--- src/hdl/aat_pkg.sv ---
// Shared types and codes for the login throttle and session table.
`default_nettype none

package aat_pkg;

  // Event actions
  localparam logic [2:0] ACT_CONNECT    = 3'd0;
  localparam logic [2:0] ACT_DISCONNECT = 3'd1;
  localparam logic [2:0] ACT_AUTH       = 3'd2;
  localparam logic [2:0] ACT_IDENTIFY   = 3'd3;
  localparam logic [2:0] ACT_CHECK      = 3'd4;

  // Reply status codes
  localparam logic [3:0] ST_OK           = 4'd0;
  localparam logic [3:0] ST_LOCKED       = 4'd1;
  localparam logic [3:0] ST_HASH_MISSING = 4'd2;
  localparam logic [3:0] ST_WRONG_PASS   = 4'd3;
  localparam logic [3:0] ST_NOT_AUTH     = 4'd4;
  localparam logic [3:0] ST_ROLE_REQ     = 4'd5;
  localparam logic [3:0] ST_ROLE_UNKNOWN = 4'd6;
  localparam logic [3:0] ST_DENIED       = 4'd7;
  localparam logic [3:0] ST_CONNECTED    = 4'd8;

  // Client roles
  localparam logic [1:0] ROLE_UNAUTH = 2'd0;
  localparam logic [1:0] ROLE_AUTH   = 2'd1;
  localparam logic [1:0] ROLE_HUB    = 2'd2;

  // Message classes
  localparam logic [1:0] MSG_OPEN      = 2'd0;
  localparam logic [1:0] MSG_PROTECTED = 2'd1;

  // Register indexes
  localparam logic REG_WINDOW       = 1'b0;
  localparam logic REG_MAX_ATTEMPTS = 1'b1;

  localparam logic [31:0] WINDOW_RESET       = 32'd60000;
  localparam logic [3:0]  MAX_ATTEMPTS_RESET = 4'd5;

  typedef struct packed {
    logic [31:0] window_ms;
    logic [3:0]  max_attempts;
  } aat_cfg_t;

  typedef struct packed {
    logic        start;
    logic [31:0] now_ms;
  } aat_thr_req_t;

  typedef struct packed {
    logic done;
    logic lockout;
  } aat_thr_rsp_t;

  typedef enum logic [1:0] {
    S_IDLE,
    S_EXEC,
    S_AUTH,
    S_PUSH
  } aat_state_t;

  typedef enum logic [1:0] {
    T_IDLE,
    T_LOCK,
    T_SCAN,
    T_DECIDE
  } aat_thr_state_t;

endpackage

`default_nettype wire

--- src/hdl/aat_if.sv ---
// Request and reply channel interfaces.
`default_nettype none

interface aat_in_if;
  logic       valid;
  logic       ready;
  logic [2:0] action;
  logic [7:0] client_id;
  logic [31:0] now_ms;
  logic       hash_present;
  logic       hash_match;
  logic       role_present;
  logic       role_is_hub;
  logic [1:0] message_class;

  modport source (
    output valid, action, client_id, now_ms, hash_present, hash_match,
           role_present, role_is_hub, message_class,
    input  ready
  );
  modport sink (
    input  valid, action, client_id, now_ms, hash_present, hash_match,
           role_present, role_is_hub, message_class,
    output ready
  );
endinterface

interface aat_out_if;
  logic       valid;
  logic       ready;
  logic [3:0] status;
  logic [1:0] source_type;
  logic       lockout_flag;

  modport source (output valid, status, source_type, lockout_flag, input ready);
  modport sink (input valid, status, source_type, lockout_flag, output ready);
endinterface

`default_nettype wire

--- src/hdl/aat_cfg_regs.sv ---
// APB register block: attempt window and attempt limit.
`default_nettype none

module aat_cfg_regs (
  input  wire logic        clk,
  input  wire logic        rst_n,
  input  wire logic        psel,
  input  wire logic        penable,
  input  wire logic        pwrite,
  input  wire logic [2:0]  paddr,
  input  wire logic [31:0] pwdata,
  output logic [31:0]      prdata,
  output logic             pready,
  output aat_pkg::aat_cfg_t cfg
);

  logic [31:0] window_r;
  logic [3:0]  max_att_r;
  logic        wr_en;

  assign pready = 1'b1;
  assign wr_en  = psel && penable && pwrite;

  // Write on the access phase
  always_ff @(posedge clk) begin
    if (!rst_n) begin
      window_r  <= aat_pkg::WINDOW_RESET;
      max_att_r <= aat_pkg::MAX_ATTEMPTS_RESET;
    end else if (wr_en) begin
      if (paddr[2] == aat_pkg::REG_WINDOW) begin
        window_r <= pwdata;
      end else begin
        max_att_r <= pwdata[3:0];
      end
    end
  end

  // Read back
  always_comb begin
    if (paddr[2] == aat_pkg::REG_MAX_ATTEMPTS) begin
      prdata = {28'd0, max_att_r};
    end else begin
      prdata = window_r;
    end
  end

  assign cfg.window_ms    = window_r;
  assign cfg.max_attempts = max_att_r;

endmodule

`default_nettype wire

--- src/hdl/aat_age_cmp.sv ---
// Shared age compare: is a stamp still inside the window (mod 2^32)?
`default_nettype none

module aat_age_cmp (
  input  wire logic [31:0] now_ms,
  input  wire logic [31:0] stamp,
  input  wire logic [31:0] window_ms,
  output logic             in_window
);

  logic [31:0] age;

  // Wrap-around age, then one compare
  assign age       = now_ms - stamp;
  assign in_window = age < window_ms;

endmodule

`default_nettype wire

--- src/hdl/aat_throttle.sv ---
// Attempt throttle: lockout check, stamp scan with compaction, limit decision.
`default_nettype none

module aat_throttle #(
  parameter int unsigned ATTEMPT_SLOTS = 8
) (
  input  wire logic             clk,
  input  wire logic             rst_n,
  input  wire aat_pkg::aat_thr_req_t req,
  input  wire aat_pkg::aat_cfg_t     cfg,
  output aat_pkg::aat_thr_rsp_t      rsp
);

  localparam int unsigned CW = $clog2(ATTEMPT_SLOTS + 1);
  localparam int unsigned IW = (ATTEMPT_SLOTS > 1) ? $clog2(ATTEMPT_SLOTS) : 1;
  localparam int unsigned LW = (CW > 4) ? CW : 4;

  aat_pkg::aat_thr_state_t state_r, state_nxt;
  logic [31:0]   now_r, now_nxt;
  logic [31:0]   stamp_r [ATTEMPT_SLOTS];
  logic [CW-1:0] cnt_r, cnt_nxt;
  logic [CW-1:0] idx_r, idx_nxt;
  logic [CW-1:0] kept_r, kept_nxt;
  logic          locked_r, locked_nxt;
  logic [31:0]   lock_start_r, lock_start_nxt;

  logic          stamp_we;
  logic [IW-1:0] stamp_wa;
  logic [31:0]   stamp_wd;
  logic [31:0]   cmp_b;
  logic          in_window;
  logic [LW-1:0] limit;

  // Operand select for the shared compare
  assign cmp_b = (state_r == aat_pkg::T_LOCK) ? lock_start_r : stamp_r[idx_r[IW-1:0]];

  aat_age_cmp u_cmp (
    .now_ms    (now_r),
    .stamp     (cmp_b),
    .window_ms (cfg.window_ms),
    .in_window (in_window)
  );

  // Saturate the limit at the slot count
  assign limit = (LW'(cfg.max_attempts) > LW'(ATTEMPT_SLOTS)) ?
                 LW'(ATTEMPT_SLOTS) : LW'(cfg.max_attempts);

  always_ff @(posedge clk) begin
    if (!rst_n) begin
      state_r      <= aat_pkg::T_IDLE;
      cnt_r        <= '0;
      idx_r        <= '0;
      kept_r       <= '0;
      locked_r     <= 1'b0;
      lock_start_r <= '0;
    end else begin
      state_r      <= state_nxt;
      cnt_r        <= cnt_nxt;
      idx_r        <= idx_nxt;
      kept_r       <= kept_nxt;
      locked_r     <= locked_nxt;
      lock_start_r <= lock_start_nxt;
    end
  end

  // Stamp store and latched time
  always_ff @(posedge clk) begin
    now_r <= now_nxt;
    if (stamp_we) begin
      stamp_r[stamp_wa] <= stamp_wd;
    end
  end

  // Sequencer
  always_comb begin
    state_nxt      = state_r;
    now_nxt        = now_r;
    cnt_nxt        = cnt_r;
    idx_nxt        = idx_r;
    kept_nxt       = kept_r;
    locked_nxt     = locked_r;
    lock_start_nxt = lock_start_r;
    stamp_we       = 1'b0;
    stamp_wa       = kept_r[IW-1:0];
    stamp_wd       = cmp_b;
    rsp            = '0;
    case (state_r)
      aat_pkg::T_IDLE: begin
        if (req.start) begin
          now_nxt   = req.now_ms;
          state_nxt = aat_pkg::T_LOCK;
        end
      end
      aat_pkg::T_LOCK: begin
        idx_nxt  = '0;
        kept_nxt = '0;
        if (locked_r && in_window) begin
          rsp.done    = 1'b1;
          rsp.lockout = 1'b1;
          state_nxt   = aat_pkg::T_IDLE;
        end else begin
          // Expired lockout: drop the whole list
          if (locked_r) begin
            locked_nxt = 1'b0;
            cnt_nxt    = '0;
          end
          state_nxt = aat_pkg::T_SCAN;
        end
      end
      aat_pkg::T_SCAN: begin
        if (idx_r == cnt_r) begin
          cnt_nxt   = kept_r;
          state_nxt = aat_pkg::T_DECIDE;
        end else begin
          // Keep a fresh stamp, move it down over dropped ones
          if (in_window) begin
            stamp_we = 1'b1;
            kept_nxt = kept_r + CW'(1);
          end
          idx_nxt = idx_r + CW'(1);
        end
      end
      aat_pkg::T_DECIDE: begin
        rsp.done  = 1'b1;
        state_nxt = aat_pkg::T_IDLE;
        if (LW'(cnt_r) >= limit) begin
          locked_nxt     = 1'b1;
          lock_start_nxt = now_r;
          rsp.lockout    = 1'b1;
        end else begin
          stamp_we = 1'b1;
          stamp_wa = cnt_r[IW-1:0];
          stamp_wd = now_r;
          cnt_nxt  = cnt_r + CW'(1);
        end
      end
      default: begin
        state_nxt = aat_pkg::T_IDLE;
      end
    endcase
  end

endmodule

`default_nettype wire

--- src/hdl/auth_attempt_throttle_sessions_top.sv ---
// Top level: request capture, session table, dispatch and reply register.
//
//   channel   dir  handshake               payload
//   in_ch     in   valid/ready             action, client_id, now_ms, hash/role bits, class
//   out_ch    out  valid/ready             status, source_type, lockout_flag
//   APB       in   psel/penable/pwrite     paddr (3 bits), pwdata/prdata (32 bits)
//
// Non-auth requests pass EXEC and PUSH, then load the reply register; a
// disconnect gives none. Auth requests add AUTH: the throttle scans stored
// attempts one per cycle via the shared age compare, unless locked out.
// Reset is synchronous (rst_n low); it clears the table and the throttle.
// The next request is taken while a reply waits in the output register;
// a reply stalls in place until that register frees up.
`default_nettype none

module auth_attempt_throttle_sessions_top #(
  parameter int unsigned ATTEMPT_SLOTS = 8,
  parameter int unsigned CLIENT_SLOTS  = 8
) (
  input  wire logic        clk,
  input  wire logic        rst_n,
  aat_in_if.sink           in_ch,
  aat_out_if.source        out_ch,
  input  wire logic        psel,
  input  wire logic        penable,
  input  wire logic        pwrite,
  input  wire logic [2:0]  paddr,
  input  wire logic [31:0] pwdata,
  output logic [31:0]      prdata,
  output logic             pready
);

  localparam int unsigned CIW = (CLIENT_SLOTS > 1) ? $clog2(CLIENT_SLOTS) : 1;

  aat_pkg::aat_cfg_t     cfg;
  aat_pkg::aat_thr_req_t thr_req;
  aat_pkg::aat_thr_rsp_t thr_rsp;

  aat_pkg::aat_state_t state_r, state_nxt;

  // Captured request
  logic [2:0]  act_r;
  logic [7:0]  id_r;
  logic [31:0] now_r;
  logic        hpres_r, hmatch_r, rpres_r, rhub_r;
  logic [1:0]  mclass_r;
  logic [3:0]  pend_r, pend_nxt;

  // Session table
  logic        active_r [CLIENT_SLOTS];
  logic        authed_r [CLIENT_SLOTS];
  logic [1:0]  role_r   [CLIENT_SLOTS];

  // Reply register
  logic        out_valid_r, out_valid_nxt;
  logic [3:0]  out_status_r;
  logic [1:0]  out_src_r;
  logic        out_lock_r;

  logic           in_acc;
  logic           out_free;
  logic           out_load;
  logic           in_range;
  logic [CIW-1:0] ci;
  logic [1:0]     role_seen;
  logic           tbl_clr, tbl_clr_val, tbl_auth, tbl_hub;

  aat_cfg_regs u_cfg (
    .clk     (clk),
    .rst_n   (rst_n),
    .psel    (psel),
    .penable (penable),
    .pwrite  (pwrite),
    .paddr   (paddr),
    .pwdata  (pwdata),
    .prdata  (prdata),
    .pready  (pready),
    .cfg     (cfg)
  );

  aat_throttle #(.ATTEMPT_SLOTS(ATTEMPT_SLOTS)) u_thr (
    .clk   (clk),
    .rst_n (rst_n),
    .req   (thr_req),
    .cfg   (cfg),
    .rsp   (thr_rsp)
  );

  assign in_ch.ready = (state_r == aat_pkg::S_IDLE);
  assign in_acc      = in_ch.valid && in_ch.ready;
  assign out_free    = !out_valid_r || out_ch.ready;

  // Table lookup for the captured client
  assign in_range  = id_r < 8'(CLIENT_SLOTS);
  assign ci        = id_r[CIW-1:0];
  assign role_seen = (in_range && active_r[ci]) ? role_r[ci] : aat_pkg::ROLE_UNAUTH;

  // Capture the request
  always_ff @(posedge clk) begin
    if (in_acc) begin
      act_r    <= in_ch.action;
      id_r     <= in_ch.client_id;
      now_r    <= in_ch.now_ms;
      hpres_r  <= in_ch.hash_present;
      hmatch_r <= in_ch.hash_match;
      rpres_r  <= in_ch.role_present;
      rhub_r   <= in_ch.role_is_hub;
      mclass_r <= in_ch.message_class;
    end
    pend_r <= pend_nxt;
  end

  always_ff @(posedge clk) begin
    if (!rst_n) begin
      state_r     <= aat_pkg::S_IDLE;
      out_valid_r <= 1'b0;
    end else begin
      state_r     <= state_nxt;
      out_valid_r <= out_valid_nxt;
    end
  end

  // Dispatch and table update control
  always_comb begin
    state_nxt      = state_r;
    pend_nxt       = pend_r;
    thr_req.start  = 1'b0;
    thr_req.now_ms = now_r;
    tbl_clr        = 1'b0;
    tbl_clr_val    = 1'b0;
    tbl_auth       = 1'b0;
    tbl_hub        = 1'b0;
    out_load       = 1'b0;
    case (state_r)
      aat_pkg::S_IDLE: begin
        if (in_acc) begin
          state_nxt = aat_pkg::S_EXEC;
        end
      end
      aat_pkg::S_EXEC: begin
        state_nxt = aat_pkg::S_PUSH;
        case (act_r)
          aat_pkg::ACT_CONNECT: begin
            tbl_clr     = 1'b1;
            tbl_clr_val = 1'b1;
            pend_nxt    = aat_pkg::ST_CONNECTED;
          end
          aat_pkg::ACT_DISCONNECT: begin
            tbl_clr   = 1'b1;
            state_nxt = aat_pkg::S_IDLE;
          end
          aat_pkg::ACT_AUTH: begin
            thr_req.start = 1'b1;
            state_nxt     = aat_pkg::S_AUTH;
          end
          aat_pkg::ACT_IDENTIFY: begin
            if (!in_range || !authed_r[ci]) begin
              pend_nxt = aat_pkg::ST_NOT_AUTH;
            end else if (!rpres_r) begin
              pend_nxt = aat_pkg::ST_ROLE_REQ;
            end else if (!rhub_r) begin
              pend_nxt = aat_pkg::ST_ROLE_UNKNOWN;
            end else begin
              tbl_hub  = 1'b1;
              pend_nxt = aat_pkg::ST_OK;
            end
          end
          aat_pkg::ACT_CHECK: begin
            if (mclass_r == aat_pkg::MSG_OPEN) begin
              pend_nxt = aat_pkg::ST_OK;
            end else if (mclass_r == aat_pkg::MSG_PROTECTED &&
                         role_seen != aat_pkg::ROLE_UNAUTH) begin
              pend_nxt = aat_pkg::ST_OK;
            end else begin
              pend_nxt = aat_pkg::ST_DENIED;
            end
          end
          default: begin
            state_nxt = aat_pkg::S_IDLE;
          end
        endcase
      end
      aat_pkg::S_AUTH: begin
        if (thr_rsp.done) begin
          state_nxt = aat_pkg::S_PUSH;
          if (thr_rsp.lockout) begin
            pend_nxt = aat_pkg::ST_LOCKED;
          end else if (!hpres_r) begin
            pend_nxt = aat_pkg::ST_HASH_MISSING;
          end else if (!hmatch_r) begin
            pend_nxt = aat_pkg::ST_WRONG_PASS;
          end else begin
            tbl_auth = 1'b1;
            pend_nxt = aat_pkg::ST_OK;
          end
        end
      end
      aat_pkg::S_PUSH: begin
        if (out_free) begin
          out_load  = 1'b1;
          state_nxt = aat_pkg::S_IDLE;
        end
      end
      default: begin
        state_nxt = aat_pkg::S_IDLE;
      end
    endcase
  end

  // Session table: only ids in range touch it
  always_ff @(posedge clk) begin
    if (!rst_n) begin
      for (int k = 0; k < CLIENT_SLOTS; k++) begin
        active_r[k] <= 1'b0;
        authed_r[k] <= 1'b0;
        role_r[k]   <= aat_pkg::ROLE_UNAUTH;
      end
    end else if (in_range) begin
      if (tbl_clr) begin
        active_r[ci] <= tbl_clr_val;
        authed_r[ci] <= 1'b0;
        role_r[ci]   <= aat_pkg::ROLE_UNAUTH;
      end else if (tbl_auth) begin
        authed_r[ci] <= 1'b1;
        role_r[ci]   <= aat_pkg::ROLE_AUTH;
      end else if (tbl_hub) begin
        role_r[ci] <= aat_pkg::ROLE_HUB;
      end
    end
  end

  // Reply register: load on push, drop when taken
  always_comb begin
    out_valid_nxt = out_valid_r;
    if (out_load) begin
      out_valid_nxt = 1'b1;
    end else if (out_ch.ready) begin
      out_valid_nxt = 1'b0;
    end
  end

  always_ff @(posedge clk) begin
    if (out_load) begin
      out_status_r <= pend_r;
      out_src_r    <= role_seen;
      out_lock_r   <= (pend_r == aat_pkg::ST_LOCKED);
    end
  end

  assign out_ch.valid        = out_valid_r;
  assign out_ch.status       = out_status_r;
  assign out_ch.source_type  = out_src_r;
  assign out_ch.lockout_flag = out_lock_r;

  // Checks
  a_thr_done_in_auth: assert property (@(posedge clk) disable iff (!rst_n)
    thr_rsp.done |-> state_r == aat_pkg::S_AUTH)
    else $error("throttle finished outside an auth request");

  a_busy_after_accept: assert property (@(posedge clk) disable iff (!rst_n)
    in_acc |=> !in_ch.ready)
    else $error("request taken while previous one still in progress");

  a_push_loads_reply: assert property (@(posedge clk) disable iff (!rst_n)
    (state_r == aat_pkg::S_PUSH && out_free) |=> out_ch.valid)
    else $error("pending reply lost at push");

  a_lock_flag_match: assert property (@(posedge clk) disable iff (!rst_n)
    out_ch.valid |-> (out_ch.lockout_flag == (out_ch.status == aat_pkg::ST_LOCKED)))
    else $error("lockout flag disagrees with status");

endmodule

`default_nettype wire
--- src/flat_wrapper.sv ---
// flat-port wrapper written by rule: the top's interface ports become plain ports
module auth_attempt_throttle_sessions_top_flat 
#(
  parameter int unsigned ATTEMPT_SLOTS = 8,
  parameter int unsigned CLIENT_SLOTS  = 8
)
  (clk, rst_n, psel, penable, pwrite, paddr, pwdata, prdata, pready, in_ch_valid, in_ch_action, in_ch_client_id, in_ch_now_ms, in_ch_hash_present, in_ch_hash_match, in_ch_role_present, in_ch_role_is_hub, in_ch_message_class, in_ch_ready, out_ch_valid, out_ch_status, out_ch_source_type, out_ch_lockout_flag, out_ch_ready);
  aat_in_if in_ch_i ();
  aat_out_if out_ch_i ();
  input  wire logic clk;
  input  wire logic rst_n;
  input  wire logic psel;
  input  wire logic penable;
  input  wire logic pwrite;
  input  wire logic [2:0] paddr;
  input  wire logic [31:0] pwdata;
  output logic [31:0] prdata;
  output logic pready;
  input wire logic [$bits(in_ch_i.valid)-1:0] in_ch_valid;
  input wire logic [$bits(in_ch_i.action)-1:0] in_ch_action;
  input wire logic [$bits(in_ch_i.client_id)-1:0] in_ch_client_id;
  input wire logic [$bits(in_ch_i.now_ms)-1:0] in_ch_now_ms;
  input wire logic [$bits(in_ch_i.hash_present)-1:0] in_ch_hash_present;
  input wire logic [$bits(in_ch_i.hash_match)-1:0] in_ch_hash_match;
  input wire logic [$bits(in_ch_i.role_present)-1:0] in_ch_role_present;
  input wire logic [$bits(in_ch_i.role_is_hub)-1:0] in_ch_role_is_hub;
  input wire logic [$bits(in_ch_i.message_class)-1:0] in_ch_message_class;
  output wire logic [$bits(in_ch_i.ready)-1:0] in_ch_ready;
  output wire logic [$bits(out_ch_i.valid)-1:0] out_ch_valid;
  output wire logic [$bits(out_ch_i.status)-1:0] out_ch_status;
  output wire logic [$bits(out_ch_i.source_type)-1:0] out_ch_source_type;
  output wire logic [$bits(out_ch_i.lockout_flag)-1:0] out_ch_lockout_flag;
  input wire logic [$bits(out_ch_i.ready)-1:0] out_ch_ready;
  assign in_ch_i.valid = in_ch_valid;
  assign in_ch_i.action = in_ch_action;
  assign in_ch_i.client_id = in_ch_client_id;
  assign in_ch_i.now_ms = in_ch_now_ms;
  assign in_ch_i.hash_present = in_ch_hash_present;
  assign in_ch_i.hash_match = in_ch_hash_match;
  assign in_ch_i.role_present = in_ch_role_present;
  assign in_ch_i.role_is_hub = in_ch_role_is_hub;
  assign in_ch_i.message_class = in_ch_message_class;
  assign in_ch_ready = in_ch_i.ready;
  assign out_ch_valid = out_ch_i.valid;
  assign out_ch_status = out_ch_i.status;
  assign out_ch_source_type = out_ch_i.source_type;
  assign out_ch_lockout_flag = out_ch_i.lockout_flag;
  assign out_ch_i.ready = out_ch_ready;
  auth_attempt_throttle_sessions_top #(.ATTEMPT_SLOTS(ATTEMPT_SLOTS), .CLIENT_SLOTS(CLIENT_SLOTS)) u_core (.clk(clk), .rst_n(rst_n), .in_ch(in_ch_i), .out_ch(out_ch_i), .psel(psel), .penable(penable), .pwrite(pwrite), .paddr(paddr), .pwdata(pwdata), .prdata(prdata), .pready(pready));
endmodule
--- config.mk ---
export PLATFORM = sky130hd
export DESIGN_NAME = auth_attempt_throttle_sessions_top_flat
export DESIGN_NICKNAME = d
export VERILOG_FILES = /design/src/hdl/aat_pkg.sv /design/src/hdl/aat_if.sv /design/src/hdl/aat_cfg_regs.sv /design/src/hdl/aat_age_cmp.sv /design/src/hdl/aat_throttle.sv /design/src/hdl/auth_attempt_throttle_sessions_top.sv /design/src/flat_wrapper.sv
export SDC_FILE = /design/constraint.sdc
export NUM_CORES = 1
export LEC_CHECK = 0
export ABC_AREA = 0
export BUFFER_PORTS_ARGS = -buffer_cell sky130_fd_sc_hd__clkbuf_2
export CORE_ASPECT_RATIO = 1.5
export CORE_UTILIZATION = 55
export CTS_BUF_LIST = sky130_fd_sc_hd__clkbuf_16
export DETAILED_ROUTE_END_ITERATION = 16
export PLACE_DENSITY = 0.78
export SETUP_SLACK_MARGIN = 0.4
export SYNTH_ARGS = -nofsm -noshare
export SYNTH_HDL_FRONTEND = slang
export SYNTH_SLANG_ARGS = --single-unit
--- constraint.sdc ---
create_clock -name clk -period 9 [get_ports clk]
set_input_delay 0.45 -clock clk [delete_from_list [all_inputs] [get_ports clk]]
set_output_delay 0.45 -clock clk [all_outputs]
set_load 0.02 [all_outputs]
# Yosys cells after proc, flatten, opt, wreduce, memory -nomap -nowiden
# Memories as Yosys holds them, arrays and structs flattened. A register that Yosys moved wholly into a read port is not among the register bits.
# Index checks and enable logic that the tools add are counted.
[totals]
memories = 4
register_bits = 178
inputBits = 91
ram_bits = 288
word_cells = 204
[memory_table]
columns = ["name", "depth", "word_bits", "read_ports", "rd_ports_with_merged_regs", "wr", "line_no", "text"]
rows = [
  ["u_core.u_thr.stamp_r", 8, 32, 1, 1, 1, "aat_throttle.sv:20", "logic [31:0] stamp_r [ATTEMPT_SLOTS];"],
  ["u_core.role_r", 8, 2, 1, 1, 8, "auth_attempt_throttle_sessions_top.sv:52", "logic [1:0] role_r [CLIENT_SLOTS];"],
  ["u_core.active_r", 8, 1, 1, 1, 8, "auth_attempt_throttle_sessions_top.sv:50", "logic active_r [CLIENT_SLOTS];"],
  ["u_core.authed_r", 8, 1, 1, 1, 8, "auth_attempt_throttle_sessions_top.sv:51", "logic authed_r [CLIENT_SLOTS];"],
]
[classes]
reduce_logical = 37
mux = 103
magnitude_cmp = 4
bitwise = 4
add_sub_neg = 4
eq_ne = 25
[ops]
columns = ["op", "n"]
rows = [
  ["2-to-1 mux 32 bit", 4],
  ["2-to-1 mux 4 bit", 14],
  ["2-to-1 mux 1 bit", 50],
  ["2-to-1 mux 3 bit", 12],
  ["less-than comparator 32 bit", 1],
  ["subtractor 32 bit", 1],
  ["2-to-1 mux 2 bit", 12],
  ["case mux 4 bit (2 select lines)", 3],
  ["case mux 4 bit (3 select lines)", 2],
  ["!= test 2 bit (second input constant)", 8],
  ["case mux 2 bit (4 select lines)", 2],
  ["adder 4 x 1 -> 4 bit (second input constant)", 3],
  ["AND reduction 2 bit", 6],
  ["AND reduction 3 bit", 4],
  ["nonzero test 2 bit", 5],
  ["== test 2 bit (second input constant)", 4],
  ["less-than comparator 8 x 4 -> 1 bit (second input constant)", 1],
  ["case mux 2 bit (2 select lines)", 2],
  ["== test 2 x 1 -> 1 bit (second input constant)", 3],
  ["== test 3 x 2 -> 1 bit (second input constant)", 2],
  ["logical AND 1 bit", 6],
  ["zero test 2 bit", 3],
  ["!= test 2 x 1 -> 1 bit (second input constant)", 3],
  ["AND reduction 5 bit", 1],
  ["other kinds (17)", 25],
]

# Logic depth before layout (Yosys ltp)
[depth]
ltp_word = 19
mapped_depth = 26
depth_no_buf = 24

# Hierarchy
# A second synthesis with hierarchy kept.
[unflattened]
cells_unflattened = 1669
area_unflattened_um2 = 21863.5
[by_module_without_submodules]
columns = ["mod", "seq_area_each_um2", "area_per_inst_um2", "n_inst", "cells_per_inst"]
rows = [
  ["aat_throttle", 9649.3, 13539.2, 1, 802],
  ["auth_attempt_throttle_sessions_top", 2722.6, 3862.5, 1, 274],
  ["aat_age_cmp", 0.0, 2691.3, 1, 398],
  ["aat_cfg_regs", 720.7, 1770.4, 1, 195],
]

# Worst setup path after synthesis
# Ideal clock, no wire load.
[synth_timing]
kind = "reg-to-reg"
from = "register (tool-made name)"
to = "memory u_core.u_thr.stamp_r[4][0], enable pin"
arrival_time_ns = 6.948
n_path_buf = 3
setup_ns = 0.421
stages_incl_launch_ff = 25
path_slack_ns = 1.631
path_cell_list = "dfxtp_1 -> clkbuf_1 -> buf_2 -> mux4_2 -> mux2i_1 -> nor2_1 -> a21oi_1 -> ha_1 -> a21o_1 -> or3_1 -> or4_4 -> a311oi_4 -> o31ai_2 -> a31o_1 -> a211oi_1 -> a21oi_1 -> ha_1 -> a21o_1 -> a21oi_1 -> and2_1 -> a21oi_1 -> a211oi_1 -> buf_2 -> a32oi_1 -> nor2_1"
[synth_rtl]
columns = ["item", "line_no"]
rows = [
  ["end, declared", "aat_throttle.sv:20"],
]

==> qor.txt <==
Setup Buffers After CTS - 0
Largest net degree at the start of global routing - 78
Worst skew pair latency - 0.56 ns
Post-synth top area cell - edfxtp_1
Post-Route Skew - 0.0259 ns
Clock Tree Buf Depth - 3
CORE AREA - 37600 µm²
Pwr Density - 207 nW/µm²
Synth top area cells - edfxtp_1 (52%), dfxtp_1 (10%), mux4_2 (7.7%), ha_1 (4.7%), nand2_1 (3.7%)
Arrival @ worst endpoint - 7.98 ns
Final setup viols - 0
First-pass GRT wire length - 73.7 mm
# diodes - 0
IO Port Bufs - 129
LEAKAGE - 0.00815 µW
Count leader, synth - edfxtp_1
H-Tree Depth - 2
Post-synth EDFFs - 364
Antenna violations before repair - 0
Critical path class - register to register
Post-route antenna net violation count - 0
Path depth of the worst reg2reg path - 23
Peak fanout along the critical path - 32
Max VDD drop - 0.000197 V
Vias - 13700
Routed WL per cell - 21.2 µm
Layout Cells excl Fill - 2261
Maxcap violations - 0
Period minus WS final - 7.81 ns
CTS root buf - clkbuf_16
Global route total overflow - 0
Hold-fix buffers, CTS - 0
CTS Buf Count - 40
Yosys Warn Count - 0
CTS Sinks - 472
RSZ-0062 raised after global routing - no
NumNets Final - 1910
Ys async rst share - 0%
Top Ports - 133
Startpoint Class - register
Post-synthesis cell count - 1623
Top FF cell, synth - edfxtp_1
Max-slew violations - 0
Status - complete, no violations
Starting density of the core - 55.8%
Yosys cell types - 75
Via density - 6.07
Worst Path Required - 9.18 ns
Crit. End Element - register
Flops & latches, synth - 472
Mean area per synthesized cell - 12.9 µm²
Post-synth top cells - edfxtp_1 (364), nand2_1 (209), a21oi_1 (146), nor2_1 (133), dfxtp_1 (108)
Actual slew at the worst max-slew pin - 1.16 ns
WL final - 47.9 mm
Synthesized cell area - 20900 µm²
Die Area - 38900 µm²
Row count - 87
Layout cells sized above 1 - 18.7%
Worst min path class - input pin to register
Hold depth - 1
Detailed placer's ending HPWL - 31.8 mm
GP Congestion - 0.883
Slew headroom - 22.6%
Die W - 161 µm
DRT iter0 DRCs - 1182
PostCTS Resize Cnt - 0
Syn_nets - 1793
Share of the synthesized area in the top cell type - 52.2%
Clk pin slew, worst setup/hold paths - 0.07 ns
Vias in the first global route - 13800
Setup tns final - 0 ns
Total global-route track usage - 24.9%
Die H - 241 µm
Power Total - 4890 µW
Dpl cells - 2187
Final cycle utilization of the critical path - 86.7%
Seq/Total Area, Yosys - 62.5%
CTS tree - built
Fill cells - 2727
Area Overhead vs Synth - 12.5%
DRT Pass-1 Iters - 5
Fmax - 0.128 GHz
# DRC - 0
Min-delay src - in_ch_action[0]
Final hold vios - 0
final timing paths:
kind,slack (ns),to
worst max-delay path,1.19,u_core.u_thr.stamp_r[6][3]
worst min register to register,0.42,u_core.u_thr.now_r[24]
worst max register to register,1.19,u_core.u_thr.stamp_r[6][3]
worst min-delay path,0.06,u_core.act_r[0]
sequential cells by signal, indices dropped and copies added, names as in the netlist, 2 cells and up, named ones only:
name	cells
u_core.out_ch.source_type	2
u_core.u_cfg.max_att_r	4
u_core.u_thr.lock_start_r	32
u_core.id_r	8
u_core.now_r	32
u_core.mclass_r	2
u_core.active_r	8
u_core.out_ch.status	4
u_core.u_thr.cnt_r	4
u_core.pend_r	4
u_core.role_r	16
u_core.u_cfg.window_r	32
u_core.u_thr.idx_r	4
u_core.u_thr.stamp_r	256
u_core.act_r	3
u_core.u_thr.kept_r	4
u_core.u_thr.now_r	32
u_core.authed_r	8
critical path, cell delays in order, from the launching register on:
cell and delay, ns:
dfxtp_4 0.68, buf_4 0.38, mux4_2 0.54, mux2i_1 0.20, nor2_1 0.09, a21oi_1 0.23, ha_1 0.32, o2111a_1 0.19
o31ai_1 0.54, nand3_1 0.21, a221oi_1 0.80, o31a_1 0.30, a21oi_1 0.09, xor2_1 0.15, ha_1 0.31, a21o_1 0.16
a21o_1 0.16, a21oi_1 0.25, clkinv_1 0.13, a211oi_1 0.44, buf_4 0.27, a32oi_1 0.24, nor2_2 0.18, buf_4 0.52
power by group:
part	internal [µW]	leakage (µW)	switching, µW
Combinational	201	0.00324	347
Sequential	2420	0.00419	34.9
Clock	1100	0.000714	791
logic make-up (layout without fill, tap and decap cells):
group	count (synthesis)	count (layout)	share of synthesized area [%]
xor+xnor	36	36	1.51
simple gates	459	459	9.52
fa+ha+maj	79	79	4.75
flops	472	472	62.5
other cells	1	1	0.0179
mux	118	118	9.98
buf+inv	139	288	2.55
compound gates	319	319	9.16
metrics by stage:
stage / hold slack, ns / instance area [µm²] / setup slack, ns / utilization [%]
after floorplan: 0.400 / 20900 / 1.63 / -
after global placement: 0.402 / 22100 / 1.43 / 58.9
after detailed placement: 0.406 / 22100 / 1.29 / 58.9
after CTS: 0.0443 / 23600 / 1.23 / 62.8
after global routing: 0.0507 / 23600 / 0.681 / 62.8
final: 0.0642 / 23600 / 1.19 / 62.8
routing by layer:
metal  global-route usage [%]  up-vias  share of wire, %
met5                        0        -                 0
met4                     13.2        0               4.8
met3                     3.02      134               6.3
met2                     45.7      637                53
met1                     28.5     6678                36
li1                         -     6268                 -
cell usage in the layout, fill, tap and decap left out, types with 4 or more instances in the layout:
cell and count:
or3_1 15, clkbuf_2 129, xor2_1 15, buf_4 22, a211oi_1 6, inv_1 64, xnor2_1 21, nand3_1 34
nand3b_1 4, nor2_2 10, a31oi_1 10, mux4_2 72, and3_1 6, nor3_1 8, nor2_1 123, clkinv_1 4
edfxtp_1 364, dfxtp_1 105, nand2_1 209, mux2i_1 39, o21ai_0 63, clkinvlp_4 4, clkbuf_16 41, o21a_1 7
clkinv_4 4, o21ai_1 12, o31ai_1 4, nor2b_1 14, mux2_2 7, bufinv_16 9, ha_1 77, o211ai_1 9
nand4_1 12, clkinv_2 6, a21o_1 19, or2_2 4, a21oi_1 146
cell type report:
| class | count | area [µm²] | share of cell area (%) |
|---|---|---|---|
| clock buffers | 41 | 1030 | 4.35 |
| clock inverters | 33 | 420 | 1.78 |
| inverters | 63 | 236 | 1.00 |
| multi-input cells | 1012 | 7370 | 31.3 |
| flip-flops and latches | 472 | 13100 | 55.6 |
| well taps | 489 | 612 | 2.60 |
| repair buffers | 151 | 811 | 3.44 |
No activity file was read; power rests on OpenSTA's default activity.
